**config.mk**
```make
export PLATFORM = sky130hd
export DESIGN_NAME = gbn_ctrl
export DESIGN_NICKNAME = d
export VERILOG_FILES = /design/src/hw/rtl/assert_macros.svh /design/src/hw/rtl/gbn_pkg.sv /design/src/hw/rtl/gbn_ctrl.sv
export SDC_FILE = /design/constraint.sdc
export NUM_CORES = 1
export LEC_CHECK = 0
export ABC_CLOCK_PERIOD_IN_PS = 3050
export BUFFER_PORTS_ARGS = -buffer_cell sky130_fd_sc_hd__buf_4
export CAP_MARGIN = 20
export CELL_PAD_IN_SITES_DETAIL_PLACEMENT = 0
export CELL_PAD_IN_SITES_GLOBAL_PLACEMENT = 1
export CORE_AREA = 2 2 39 41
export CTS_CLUSTER_SIZE = 16
export DETAILED_ROUTE_END_ITERATION = 8
export DIE_AREA = 0 0 41 43
export PLACE_DENSITY = 0.67
export SLEW_MARGIN = 20
export SYNTH_ARGS = -nofsm -noshare
export SYNTH_HDL_FRONTEND = slang
export SYNTH_SLANG_ARGS = --single-unit
```
**constraint.sdc**
```tcl
create_clock -name clk_i -period 3.05 [get_ports clk_i]
set_clock_uncertainty 0.15 [all_clocks]
set_input_delay 0 -clock clk_i [delete_from_list [all_inputs] [get_ports clk_i]]
set_output_delay 0 -clock clk_i [all_outputs]
set_load 0.01 [all_outputs]
```
**src/hw/rtl/assert_macros.svh**
```systemverilog
// Assertion macros used by the top RTL file of the box suppression block.
`ifndef ASSERT_MACROS_SVH
`define ASSERT_MACROS_SVH

// Check a property on every clock edge outside reset.
`define GBN_ASSERT(lbl, prop, msg) \
  lbl: assert property (@(posedge clk_i) disable iff (!rst_ni) (prop)) \
    else $error(msg);

// Check that a condition implies a consequence in the same cycle.
`define GBN_ASSERT_IMPL(lbl, ante, cons, msg) \
  lbl: assert property (@(posedge clk_i) disable iff (!rst_ni) (ante) |-> (cons)) \
    else $error(msg);

`endif

```
**src/hw/rtl/gbn_pkg.sv**
```systemverilog
// Types, constants and control structs of the greedy box suppression block.
package gbn_pkg;

  localparam int MaxBoxesDef = 64;
  localparam int InDataW     = 80;
  localparam int OutDataW    = 88;
  localparam int OutUserW    = 2;
  localparam int CfgIdxW     = 1;
  localparam int CfgDataW    = 16;
  localparam int KeptW       = 7;
  localparam int KeptIdxW    = 6;

  localparam logic [KeptW-1:0] KeepCap   = 7'd64;
  localparam logic [15:0]      IouThrRst = 16'd29491;
  localparam logic [KeptW-1:0] MaxDetRst = 7'd64;

  typedef enum logic [CfgIdxW-1:0] {
    CFG_IOU_THR = 1'b0,
    CFG_MAX_DET = 1'b1
  } cfg_idx_e;

  // One box, left edge in the lowest bits.
  typedef struct packed {
    logic [15:0]        score;
    logic [14:0]        height;
    logic [14:0]        width;
    logic signed [15:0] top;
    logic signed [15:0] left;
  } box_t;

  localparam int BoxW = $bits(box_t);

  typedef enum logic [2:0] {
    ST_LOAD,
    ST_SCAN,
    ST_DECIDE,
    ST_EMIT_MID,
    ST_EMIT_LAST,
    ST_EMIT_NONE
  } gbn_state_e;

  typedef struct packed {
    logic load;        // store the accepted box if the store has room
    logic set_start;   // first pass of a new set
    logic pass_start;  // restart the scan for another pass
    logic issue;       // read the next stored box
    logic take_pick;   // best survivor becomes the kept box
    logic emit;        // load the output register
    logic emit_last;   // output is the final result of the set
    logic emit_none;   // output is the nothing-kept marker
    logic clr_set;     // clear box count and overflow
  } gbn_cmd_t;

  typedef struct packed {
    logic issue_avail;
    logic pipe_empty;
    logic best_found;
    logic have_pick;
    logic at_limit;
    logic out_busy;
  } gbn_sts_t;

endpackage

```
**src/hw/rtl/gbn_ctrl.sv**
```systemverilog
// Controller state machine: load, scan passes, result sequencing.
module gbn_ctrl (
  input  logic              clk_i,
  input  logic              rst_ni,
  input  logic              in_tvalid_i,
  input  logic              in_tlast_i,
  output logic              in_tready_o,
  input  gbn_pkg::gbn_sts_t sts_i,
  output gbn_pkg::gbn_cmd_t cmd_o
);
  import gbn_pkg::*;

  gbn_state_e state_q, state_d;

  // Hold state
  always_ff @(posedge clk_i or negedge rst_ni) begin
    if (!rst_ni) begin
      state_q <= ST_LOAD;
    end else begin
      state_q <= state_d;
    end
  end

  // Next state
  always_comb begin
    state_d = state_q;
    case (state_q)
      ST_LOAD: begin
        if (in_tvalid_i && in_tlast_i) state_d = ST_SCAN;
      end
      ST_SCAN: begin
        if (!sts_i.issue_avail && sts_i.pipe_empty) state_d = ST_DECIDE;
      end
      ST_DECIDE: begin
        if (!sts_i.best_found) begin
          state_d = sts_i.have_pick ? ST_EMIT_LAST : ST_EMIT_NONE;
        end else if (!sts_i.have_pick) begin
          state_d = sts_i.at_limit ? ST_EMIT_LAST : ST_SCAN;
        end else begin
          state_d = ST_EMIT_MID;
        end
      end
      ST_EMIT_MID: begin
        if (!sts_i.out_busy) state_d = sts_i.at_limit ? ST_EMIT_LAST : ST_SCAN;
      end
      ST_EMIT_LAST, ST_EMIT_NONE: begin
        if (!sts_i.out_busy) state_d = ST_LOAD;
      end
      default: state_d = ST_LOAD;
    endcase
  end

  // Commands
  always_comb begin
    cmd_o       = '0;
    in_tready_o = 1'b0;
    case (state_q)
      ST_LOAD: begin
        in_tready_o     = 1'b1;
        cmd_o.load      = in_tvalid_i;
        cmd_o.set_start = in_tvalid_i && in_tlast_i;
      end
      ST_SCAN: begin
        cmd_o.issue = sts_i.issue_avail;
      end
      ST_DECIDE: begin
        if (sts_i.best_found && !sts_i.have_pick) begin
          cmd_o.take_pick  = 1'b1;
          cmd_o.pass_start = !sts_i.at_limit;
        end
      end
      ST_EMIT_MID: begin
        if (!sts_i.out_busy) begin
          cmd_o.emit       = 1'b1;
          cmd_o.take_pick  = 1'b1;
          cmd_o.pass_start = !sts_i.at_limit;
        end
      end
      ST_EMIT_LAST: begin
        if (!sts_i.out_busy) begin
          cmd_o.emit      = 1'b1;
          cmd_o.emit_last = 1'b1;
          cmd_o.clr_set   = 1'b1;
        end
      end
      ST_EMIT_NONE: begin
        if (!sts_i.out_busy) begin
          cmd_o.emit      = 1'b1;
          cmd_o.emit_none = 1'b1;
          cmd_o.clr_set   = 1'b1;
        end
      end
      default: cmd_o = '0;
    endcase
  end

endmodule

```
Yosys cells after proc, flatten, opt, wreduce, memory -nomap -nowiden
Cells that the tools add are included.
{ "word_totals": {"regBits": 3, "latchBits": 0, "ram_bits": 0, "romBits": 0, "in_bits": 10, "out_inout_bits": 10, "memories": 0} }
{ "op_classes": {"add_sub_neg": 0, "multipliers": 0, "n_div": 0, "order_cmp": 0, "n_eq_ne": 9, "shift": 0, "n_mux": 23, "n_bitwise": 0, "n_reduce_logical": 9} }
{ "op_table": {"columns": ["cell", "count"], "rows": [
  ["$mux W3", 7],
  ["$pmux W3 S5", 1],
  ["$mux W1", 9],
  ["$ne A2 B2 Y1 const B", 4],
  ["$eq A3 B2 Y1 const B", 2],
  ["$eq A3 B3 Y1 const B", 2],
  ["$pmux W1 S2", 3],
  ["$mux W2", 2],
  ["$reduce_and A4 Y1", 1],
  ["$eq A3 B1 Y1 const B", 1],
  ["$logic_and A1 B1 Y1", 3],
  ["$logic_not A1 Y1", 3],
  ["$logic_not A3 Y1", 1],
  ["$pmux W1 S3", 1],
  ["$reduce_or A2 Y1", 1]
]} }

Longest topological paths before layout
Gate-level depths: netlist of run 1.
{ "depth": {"ltp_word": 4, "mapped_depth": 5, "mapped_depth_nobuf": 4} }

Worst setup path after synthesis of run 1
OpenSTA, ideal clock, no wires.
{ "synth_timing": {"path_kind": "register -> register", "start": "reg state_q[1]", "end": "reg state_q[0]", "setup_time_ps": 128, "arrival_ps": 1264, "setup_slack_ps": 1508, "path_stages_with_launch": 6, "n_path_buf": 1, "path_cell_list": "dfrtp_1 -> buf_6 -> nor3_4 -> a22oi_2 -> o21ai_2 -> mux2_1"} }
{ "synth_between": {"elab_chain_cells": 4} }
{ "synth_lines": {"columns": ["element", "line", "rtl"], "rows": [
  ["start, declared", "gbn_ctrl.sv:13", "gbn_state_e state_q, state_d;"],
  ["start signal, assigned", "gbn_ctrl.sv:20", "state_q <= state_d;"],
  ["$eq A3 B3 Y1", "gbn_ctrl.sv:27", "case (state_q)"],
  ["$reduce_or A2 Y1", "gbn_ctrl.sv:27", null],
  ["$ne A2 B2 Y1 (no line)", null, null],
  ["$reduce_and A4 Y1 (no line)", null, null]
]} }
Several ways; a longest one is shown, not always the timed one.
A chain may end at the register's enable or synchronous reset.

Worst setup path in the final report of run 1
{ "layout_timing": {"start": "reg state_q[1]", "end": "reg state_q[2]"} }
The elaborated chain is that of the path after synthesis.

==> results.json, run 1 <==
{
  "status": "complete, no violations",
  "synth.avg_cell_area_um2": 8.07,
  "drtIter0Drc": 1,
  "cp.required_ns": 3.06,
  "async_flop_share_pct": 100,
  "fin_crit_ns": 2.06,
  "pwr_density_cell_nw_per_um2": 823,
  "fin_crit_sh_pct": 67.5,
  "core_area_um2": 1380,
  "final_cell_mix": "buf_4 (19), nand2b_1 (5), nor2_1 (5), dlygate4sd3_1 (4)",
  "crit_path_end_kind": "register",
  "fp.dieArea_um2": 1760,
  "drive_above_1_share_pct": 38.8,
  "grt_overflow": 0,
  "cts_root_buffer": "clkbuf_4",
  "grt_pass1_vias": 343,
  "worstSetupPathType": "register to register",
  "cp_max_fo": 11,
  "clockBufferDepth": 2,
  "report.final.slew_viol_count": 0,
  "routed_wirelength_um": 831,
  "cp-start-kind": "register",
  "cts_buffers": 3,
  "dp_hpwl_um": 632,
  "hold_class": "input port to register",
  "postCtsSetupBuffers": 0,
  "setup_viol": 0,
  "drt_first_pass_iters": 2,
  "top_register": "state_q",
  "synth_edf_count": 0,
  "grt_antenna_before_repair": 0,
  "largest_register_ffs": 3,
  "viasPerCell": 4.57,
  "ys_ff_latch": 3,
  "whs_ns": 0.105,
  "vias": 379,
  "ys.flop_type": "dfrtp_1",
  "clk_pin_slew_ns": 0.04,
  "gp_congestion": 0.735,
  "htree_levels": 1,
  "yosysWarnings": 0,
  "io_buffers": 19,
  "ant_nets": 0,
  "fp.dieH_um": 43,
  "layout_commonest_cell": "buf_4",
  "grtUsageTotal_pct": 11.2,
  "grt_setup_unrepaired": "false",
  "die_x_um": 41,
  "rows": 14,
  "fmax_mhz": 486,
  "syn2layout_area_growth_pct": 62.7,
  "io_pins": 20,
  "cts_resized": 0,
  "clkLatencyLatePin_ns": 0.23,
  "synthesis.area_um2": 339,
  "grt_first_pass_wirelength_um": 1280,
  "slew-limit-headroom_pct": 72.3,
  "antennaDiodeCount": 0,
  "tightestPinTransition_ns": 0.415,
  "irDropWorstVdd_mv": 0.338,
  "tritoncts": "yes",
  "initial_core_util_pct": 24.5,
  "fin_nets": 78,
  "p_leak_nw": 0.266,
  "biggestRegsByFlops": "state_q x3",
  "wl_per_cell_um": 10.0,
  "syn_nets": 52,
  "synth_cell_types": 25,
  "hold_buffers": 4,
  "synth_cells": 42,
  "hold_violations": 0,
  "drc_errors": 0,
  "drv_cap": 0,
  "yosysSeqAreaShare_pct": 22.1,
  "arrival_ns": 2.07,
  "setup_tns_ns": 0,
  "cts_sinks": 3,
  "grt_max_degree": 14
}
-- cell families (layout without fill, tap and decap cells) --
family	count (synthesis)	count (layout)	synth area share [%]
AOI/OAI and AO/OA	10	10	22.1
DFF	3	3	22.1
muxes	2	2	6.64
buffers and inverters	4	29	7.01
and+or+nand+nor	23	23	42.1
-- metal layers --
metal  GRT usage, %  vias to the layer above  wire length, µm
li1               -                      200                -
met1           11.4                      165              340
met2           17.2                       12              421
met3           4.71                        2               62
met4           8.00                        0                7
met5              0                        -                0
-- path summary, 6_finish.rpt --
check / startpoint / depth (start not counted) / slack (ns) / end
hold reg to reg: state_q[1]$_DFFE_PN0P_ / 1 / 0.61 / state_q[1]$_DFFE_PN0P_
min in group asynchronous: rst_ni / 3 / 0.50 / state_q[1]$_DFFE_PN0P_
hold / removal: sts_i[2] / 4 / 0.10 / state_q[1]$_DFFE_PN0P_
max in group asynchronous: rst_ni / 3 / 2.11 / state_q[2]$_DFFE_PN0P_
setup reg to reg: state_q[1]$_DFFE_PN0P_ / 5 / 0.99 / state_q[2]$_DFFE_PN0P_
setup / recovery: state_q[1]$_DFFE_PN0P_ / 5 / 0.99 / state_q[2]$_DFFE_PN0P_
-- where the power goes --
group | switching (mW) | leakage [nW] | internal (mW) | total, mW
Clock | 0.0210 | 0.0150 | 0.0491 | 0.0701
Sequential | 0.0562 | 0.0378 | 0.0589 | 0.115
Combinational | 0.113 | 0.213 | 0.156 | 0.269
Total | 0.190 | 0.266 | 0.264 | 0.454
-- cells in the mapped netlist, drive strengths merged (2+ instances only) --
master  n  area (µm²)
mux2    2        22.5
and3    2        12.5
buf     2        16.3
nor2    5        18.8
and2    2        12.5
inv     2        7.51
a21oi   4        23.8
nand2b  5        31.3
nor3    3        26.3
dfrtp   3        75.1
-- cell type report --
class                           instances  area (µm²)
Multi-Input combinational cell         35         240
Fill cell                             154         832
Timing Repair Buffer                   23         183
Inverter                                2        7.51
Tap cell                               16        20.0
Clock buffer                            4        26.3
Sequential cell                         3        75.1
-- through the flow --
step	power (mW)	cells	util, %	area [µm²]	setup slack [ns]
global placement	0.376	75	35.1	485	1.38
detailed placement	0.379	75	35.1	485	1.31
global route	0.493	83	39.9	552	0.858
floorplan	0.301	42	-	339	1.51
finish	0.454	83	39.9	552	0.992
CTS	0.464	83	39.9	552	0.952
-- worst max-delay path, stage by stage, from the launching register on --
cell and delay (ns):
dfrtp_1 0.53, and2b_1 0.24, a21oi_2 0.14, o21ai_2 0.09, o32ai_1 0.24, dlygate4sd3_1 0.58
(Power assumes the default switching activity.)
==> run 2: changes to the inputs <==
--- a/config.mk
+++ b/config.mk
@@ -5,16 +5,16 @@
 export SDC_FILE = /design/constraint.sdc
 export NUM_CORES = 1
 export LEC_CHECK = 0
-export ABC_CLOCK_PERIOD_IN_PS = 3050
+export ABC_CLOCK_PERIOD_IN_PS = 1670
 export BUFFER_PORTS_ARGS = -buffer_cell sky130_fd_sc_hd__buf_4
 export CAP_MARGIN = 20
 export CELL_PAD_IN_SITES_DETAIL_PLACEMENT = 0
 export CELL_PAD_IN_SITES_GLOBAL_PLACEMENT = 1
-export CORE_AREA = 2 2 39 41
+export CORE_MARGIN = 2
+export CORE_UTILIZATION = 24
 export CTS_CLUSTER_SIZE = 16
 export DETAILED_ROUTE_END_ITERATION = 8
-export DIE_AREA = 0 0 41 43
-export PLACE_DENSITY = 0.67
+export PLACE_DENSITY = 0.66
 export SLEW_MARGIN = 20
 export SYNTH_ARGS = -nofsm -noshare
 export SYNTH_HDL_FRONTEND = slang
==> constraint.sdc (replaced) <==
create_clock -name clk_i -period 1.67 [get_ports clk_i]
set_clock_uncertainty 0.15 [all_clocks]
set_input_delay 0 -clock clk_i [delete_from_list [all_inputs] [get_ports clk_i]]
set_output_delay 0 -clock clk_i [all_outputs]
set_load 0.01 [all_outputs]
==> run 2 against run 1 <==
First-iteration DRC count grew to 3.0 times the previous value. Design area grew 6.6%. Via count grew 2.4%. Worst hold slack lost 0.048 ns. Combinational power grew 120%. Count of clock-buffer cells in the layout is the same. Maximum frequency grew 32%. Routed wire length grew 2.0%. Non-clock buffer count grew 4. Sequential power grew 54%. Register-to-register slack lost 0.88 ns. Sequential share of layout area shrank 0.84 points.
==> results.json, run 2 (synthesized netlist as in run 1, its figures left out) <==
{
  "grt_overflow": 0,
  "routed_wirelength_um": 848,
  "grt_first_pass_wirelength_um": 1370,
  "arrival_ns": 1.52,
  "grt_max_degree": 9,
  "clockBufferDepth": 2,
  "vias": 388,
  "largest_register_ffs": 3,
  "report.final.slew_viol_count": 0,
  "slew-limit-headroom_pct": 81.2,
  "antennaDiodeCount": 0,
  "clk_pin_slew_ns": 0.03,
  "drt_first_pass_iters": 3,
  "drc_errors": 0,
  "irDropWorstVdd_mv": 0.553,
  "ant_nets": 0,
  "drv_cap": 0,
  "htree_levels": 1,
  "final_cell_mix": "buf_4 (22), nand2b_1 (5), nor2_1 (5), dlygate4sd3_1 (5)",
  "cp_max_fo": 8,
  "hold_class": "input port to register",
  "grt_antenna_before_repair": 0,
  "fin_area_um2": 588,
  "fin_crit_sh_pct": 93.3,
  "p_switching_uw": 364,
  "io_buffers": 19,
  "grtUsageTotal_pct": 10.3,
  "worstSetupPathType": "register to register",
  "cts_buffers": 3,
  "clkLatencyLatePin_ns": 0.23,
  "p_sw_share_pct": 41.1,
  "fp.dieArea_um2": 1730,
  "pwr-share-clk_pct": 14.3,
  "cts_sinks": 3,
  "gp_congestion": 0.764,
  "grt_setup_unrepaired": "false",
  "initial_core_util_pct": 25.7,
  "p_int_uw": 521,
  "setup_viol": 0,
  "drive_above_1_share_pct": 42.3,
  "final_core_util_pct": 44.6,
  "top_register": "state_q",
  "fin_crit_ns": 1.56,
  "viasPerCell": 4.51,
  "status": "complete, no violations",
  "seq_power_share_pct": 20.0,
  "place_ws_ns": 0.0581,
  "rows": 13,
  "crit_path_end_kind": "register",
  "wl_per_cell_um": 9.86,
  "io_pins": 20,
  "dp_hpwl_um": 657,
  "cts_root_buffer": "clkbuf_4",
  "combPwrFrac_pct": 65.7,
  "fin_nets": 82,
  "cp-start-kind": "register",
  "pwr_density_cell_nw_per_um2": 1500,
  "die_x_um": 41.6,
  "core_area_um2": 1320,
  "fin_ws_ns": 0.111,
  "place_area_um2": 507,
  "syn2layout_area_growth_pct": 73.4,
  "hold_violations": 0,
  "p_leak_nw": 0.285,
  "biggestRegsByFlops": "state_q x3",
  "tritoncts": "yes",
  "tightestPinTransition_ns": 0.282,
  "fmax_mhz": 642,
  "drtIter0Drc": 3,
  "cp.required_ns": 1.63,
  "fillers": 139,
  "layout_commonest_cell": "buf_4",
  "grt_pass1_vias": 355,
  "fp.dieH_um": 41.6,
  "setup_tns_ns": 0,
  "postCtsSetupBuffers": 0
}
==> run 2: power by group through the flow <==
| stage | clock (mW) | sequential [mW] | combinational (mW) |
|---|---|---|---|
| final | 0.126 | 0.177 | 0.581 |
| after floorplan | 0 | 0.146 | 0.405 |
| after detailed placement | 0 | 0.171 | 0.571 |
| after global routing | 0.132 | 0.186 | 0.641 |
| after global placement | 0 | 0.172 | 0.576 |
| after CTS | 0.134 | 0.172 | 0.583 |
==> run 2: critical path, stage by stage (launching register included) <==
cell and delay (ns):
dfrtp_1 0.49, and2b_1 0.21, a21oi_2 0.05, o21ai_2 0.19, mux2_1 0.35
==> run 2: layout make-up <==
class	instances	area [µm²]	share of cell area, %
clock buffers	4	26.3	4.47
inverters	2	7.51	1.28
multi-input cells	35	245	41.7
flip-flops and latches	3	75.1	12.8
well taps	15	18.8	3.19
repair buffers	27	215	36.6
==> run 2: metal layers <==
metal / global-route usage, % / vias to the layer above / share of wire, %
met5: 0 / - / 0
met4: 7.74 / 0 / 0
met3: 3.48 / 0 / 6.7
met2: 16.9 / 12 / 50
met1: 10.9 / 169 / 43
li1: - / 207 / -
==> run 2: worst paths after layout <==
check | start | to | slack, ns | cells past startpoint
max in group asynchronous | rst_ni | state_q[1]$_DFFE_PN0P_ | 0.69 | 3
worst max register to register | state_q[2]$_DFFE_PN0P_ | state_q[0]$_DFFE_PN0P_ | 0.11 | 4
min in group asynchronous | rst_ni | state_q[2]$_DFFE_PN0P_ | 0.52 | 3
worst min-delay path | sts_i[2] | state_q[2]$_DFFE_PN0P_ | 0.06 | 4
worst min register to register | state_q[1]$_DFFE_PN0P_ | state_q[1]$_DFFE_PN0P_ | 0.63 | 2
worst max-delay path | state_q[2]$_DFFE_PN0P_ | state_q[0]$_DFFE_PN0P_ | 0.11 | 4
==> run 2: timing repair <==
| action | in CTS | in global routing |
|---|---|---|
| hold buffers | 5 | 0 |
| endpoints found under the setup margin | 0 | 2 |
| resized for setup | 0 | 1 |
| endpoints found under the hold margin | 4 | 0 |
==> run 2: metrics by stage <==
stage	power (mW)	hold WS [ns]	instances
finish	0.885	0.0566	86
global route	0.959	0.119	86
CTS	0.888	0.0495	86
detailed placement	0.742	-0.357	77
global placement	0.747	-0.361	77
floorplan	0.551	-0.446	42
==> run 3: changes to the inputs <==
--- a/config.mk
+++ b/config.mk
@@ -8,13 +8,11 @@
 export ABC_CLOCK_PERIOD_IN_PS = 1670
 export BUFFER_PORTS_ARGS = -buffer_cell sky130_fd_sc_hd__buf_4
 export CAP_MARGIN = 20
-export CELL_PAD_IN_SITES_DETAIL_PLACEMENT = 0
-export CELL_PAD_IN_SITES_GLOBAL_PLACEMENT = 1
-export CORE_MARGIN = 2
-export CORE_UTILIZATION = 24
+export CORE_AREA = 2 2 39 41
 export CTS_CLUSTER_SIZE = 16
 export DETAILED_ROUTE_END_ITERATION = 8
-export PLACE_DENSITY = 0.66
+export DIE_AREA = 0 0 41 43
+export PLACE_DENSITY = 0.5
 export SLEW_MARGIN = 20
 export SYNTH_ARGS = -nofsm -noshare
 export SYNTH_HDL_FRONTEND = slang
==> run 3 against run 2 <==
Die area is 1.9% higher. Power is 1.1% lower. Maximum frequency is 0.66% higher. Highest routed layer unchanged. Design area is 3.2% lower. Critical path type unchanged. First-iteration DRC count grew to 2.7 times the previous value. Register-to-register slack hardly changed. Via count is 1.3% lower. Sequential power is 5% higher.
==> results.json, run 3 (synthesized netlist as in run 1, its figures left out) <==
{
  "arrival_ns": 1.51,
  "final_cell_mix": "buf_4 (22), nand2b_1 (5), nor2_1 (5)",
  "syn2layout_area_growth_pct": 67.9,
  "p_sw_share_pct": 41.0,
  "p_int_uw": 516,
  "cp-start-kind": "register",
  "fp.dieArea_um2": 1760,
  "crit_path_end_kind": "register",
  "dp_hpwl_um": 697,
  "gp_congestion": 0.756,
  "drtIter0Drc": 8,
  "fmax_mhz": 646,
  "routed_wirelength_um": 858,
  "cts_root_buffer": "clkbuf_4",
  "worstSetupPathType": "register to register",
  "initial_core_util_pct": 24.5,
  "p_switching_uw": 358,
  "drv_cap": 0,
  "antennaDiodeCount": 0,
  "die_x_um": 41,
  "setup_viol": 0,
  "rows": 14,
  "wl_per_cell_um": 10.1,
  "reg2reg_setup_slack_ns": 0.12,
  "drc_errors": 0,
  "drive_above_1_share_pct": 43.5,
  "cp_max_fo": 7,
  "r2r_start": "state_q[1]$_DFFE_PN0P_",
  "setup_tns_ns": 0,
  "place_ws_ns": 0.0494,
  "fp.dieH_um": 43,
  "biggestRegsByFlops": "state_q x3",
  "min_to": "state_q[2]$_DFFE_PN0P_",
  "largest_register_ffs": 3,
  "report.final.slew_viol_count": 0,
  "rr_endpoint": "state_q[1]$_DFFE_PN0P_",
  "seq_power_share_pct": 21.2,
  "top_register": "state_q",
  "slew-limit-headroom_pct": 80.7,
  "fin_crit_sh_pct": 92.7,
  "irDropWorstVdd_mv": 0.649,
  "hold_path_startpoint": "sts_i[1]",
  "cts_buffers": 3,
  "r2r_cells": 4,
  "final_core_util_pct": 41.1,
  "viasPerCell": 4.51,
  "fin_nets": 80,
  "grt_max_degree": 9,
  "grt_antenna_before_repair": 0,
  "vias": 383,
  "drt_first_pass_iters": 4,
  "fin_ws_ns": 0.122,
  "clk_pin_slew_ns": 0.04,
  "fin_crit_ns": 1.55,
  "cp.required_ns": 1.63,
  "cts_sinks": 3,
  "clockBufferDepth": 2,
  "grtUsageTotal_pct": 11.2,
  "fin_area_um2": 569,
  "combPwrFrac_pct": 64.5,
  "clkLatencyLatePin_ns": 0.23,
  "postCtsSetupBuffers": 0,
  "grt_setup_unrepaired": "false",
  "grt_first_pass_wirelength_um": 1310,
  "pwr_density_cell_nw_per_um2": 1540,
  "core_area_um2": 1380,
  "status": "complete, no violations",
  "tritoncts": "yes",
  "tightestPinTransition_ns": 0.289,
  "hold_class": "input port to register",
  "timing.critical_path.from": "state_q[1]$_DFFE_PN0P_",
  "holdPathStages": 3,
  "grt_pass1_vias": 329,
  "p_leak_nw": 0.277,
  "io_buffers": 19,
  "layout_commonest_cell": "buf_4",
  "grt_overflow": 0,
  "place_area_um2": 508,
  "hold_violations": 0,
  "io_pins": 20,
  "htree_levels": 1,
  "pwr-share-clk_pct": 14.2,
  "ant_nets": 0
}
[run 3: cell types whose count changed in the layout (fill, tap and decap cells not counted), sizes merged]
cell / change
dlygate4sd3: -2
[run 3: layout make-up]
| class | count | area (µm²) |
|---|---|---|
| Clock buffer | 4 | 26.3 |
| Fill cell | 151 | 815 |
| Inverter | 2 | 7.51 |
| Multi-Input combinational cell | 35 | 245 |
| Sequential cell | 3 | 75.1 |
| Tap cell | 16 | 20.0 |
| Timing Repair Buffer | 25 | 195 |
[run 3: critical path, cell delays in order, from the launching register on]
cell,delay (ns)
dfrtp_1,0.48
nor2b_1,0.20
a21oi_2,0.09
o21ai_2,0.18
mux2_1,0.33
[run 3: through the flow]
stage	instances	power, mW	hold slack (ns)
3_5_place_dp	78	0.747	-0.359
3_3_place_gp	78	0.744	-0.359
2_1_floorplan	42	0.551	-0.446
6_report	85	0.875	0.0155
5_1_grt	85	0.960	0.0347
4_1_cts	85	0.885	0.00661
[run 3: repair_timing]
| action | CTS | global route |
|---|---|---|
| resized for setup | 0 | 1 |
| setup endpoints to repair | 0 | 2 |
| hold endpoints to repair | 4 | 0 |
| hold buffers | 3 | 0 |
[run 3: routing by layer]
layer  share of wire [%]  track usage, %  routed length [µm]
met5                   0               0                   0
met4                   0            8.00                   0
met1                  43            12.1                 367
met2                  45            16.6                 390
met3                  12            4.71                 100
[run 3: worst max path at each step]
| stage | depth (start not counted) | slack, ns | to |
|---|---|---|---|
| finish | 4 | 0.12 | state_q[1]$_DFFE_PN0P_ |
| global route | 4 | 0.009 | state_q[0]$_DFFE_PN0P_ |
| CTS | 4 | 0.03 | state_q[1]$_DFFE_PN0P_ |
| detailed placement | 4 | 0.05 | state_q[1]$_DFFE_PN0P_ |
| global placement | 4 | 0.11 | state_q[1]$_DFFE_PN0P_ |
| floorplan | 5 | 0.13 | state_q[0]$_DFFE_PN0P_ |
[run 3: power groups by stage]
stage               Sequential [mW]  Clock (mW)  Combinational (mW)
floorplan                     0.146           0               0.405
global placement              0.181           0               0.563
detailed placement            0.185           0               0.562
CTS                           0.184       0.133               0.568
global route                  0.194       0.140               0.626
finish                        0.186       0.124               0.565
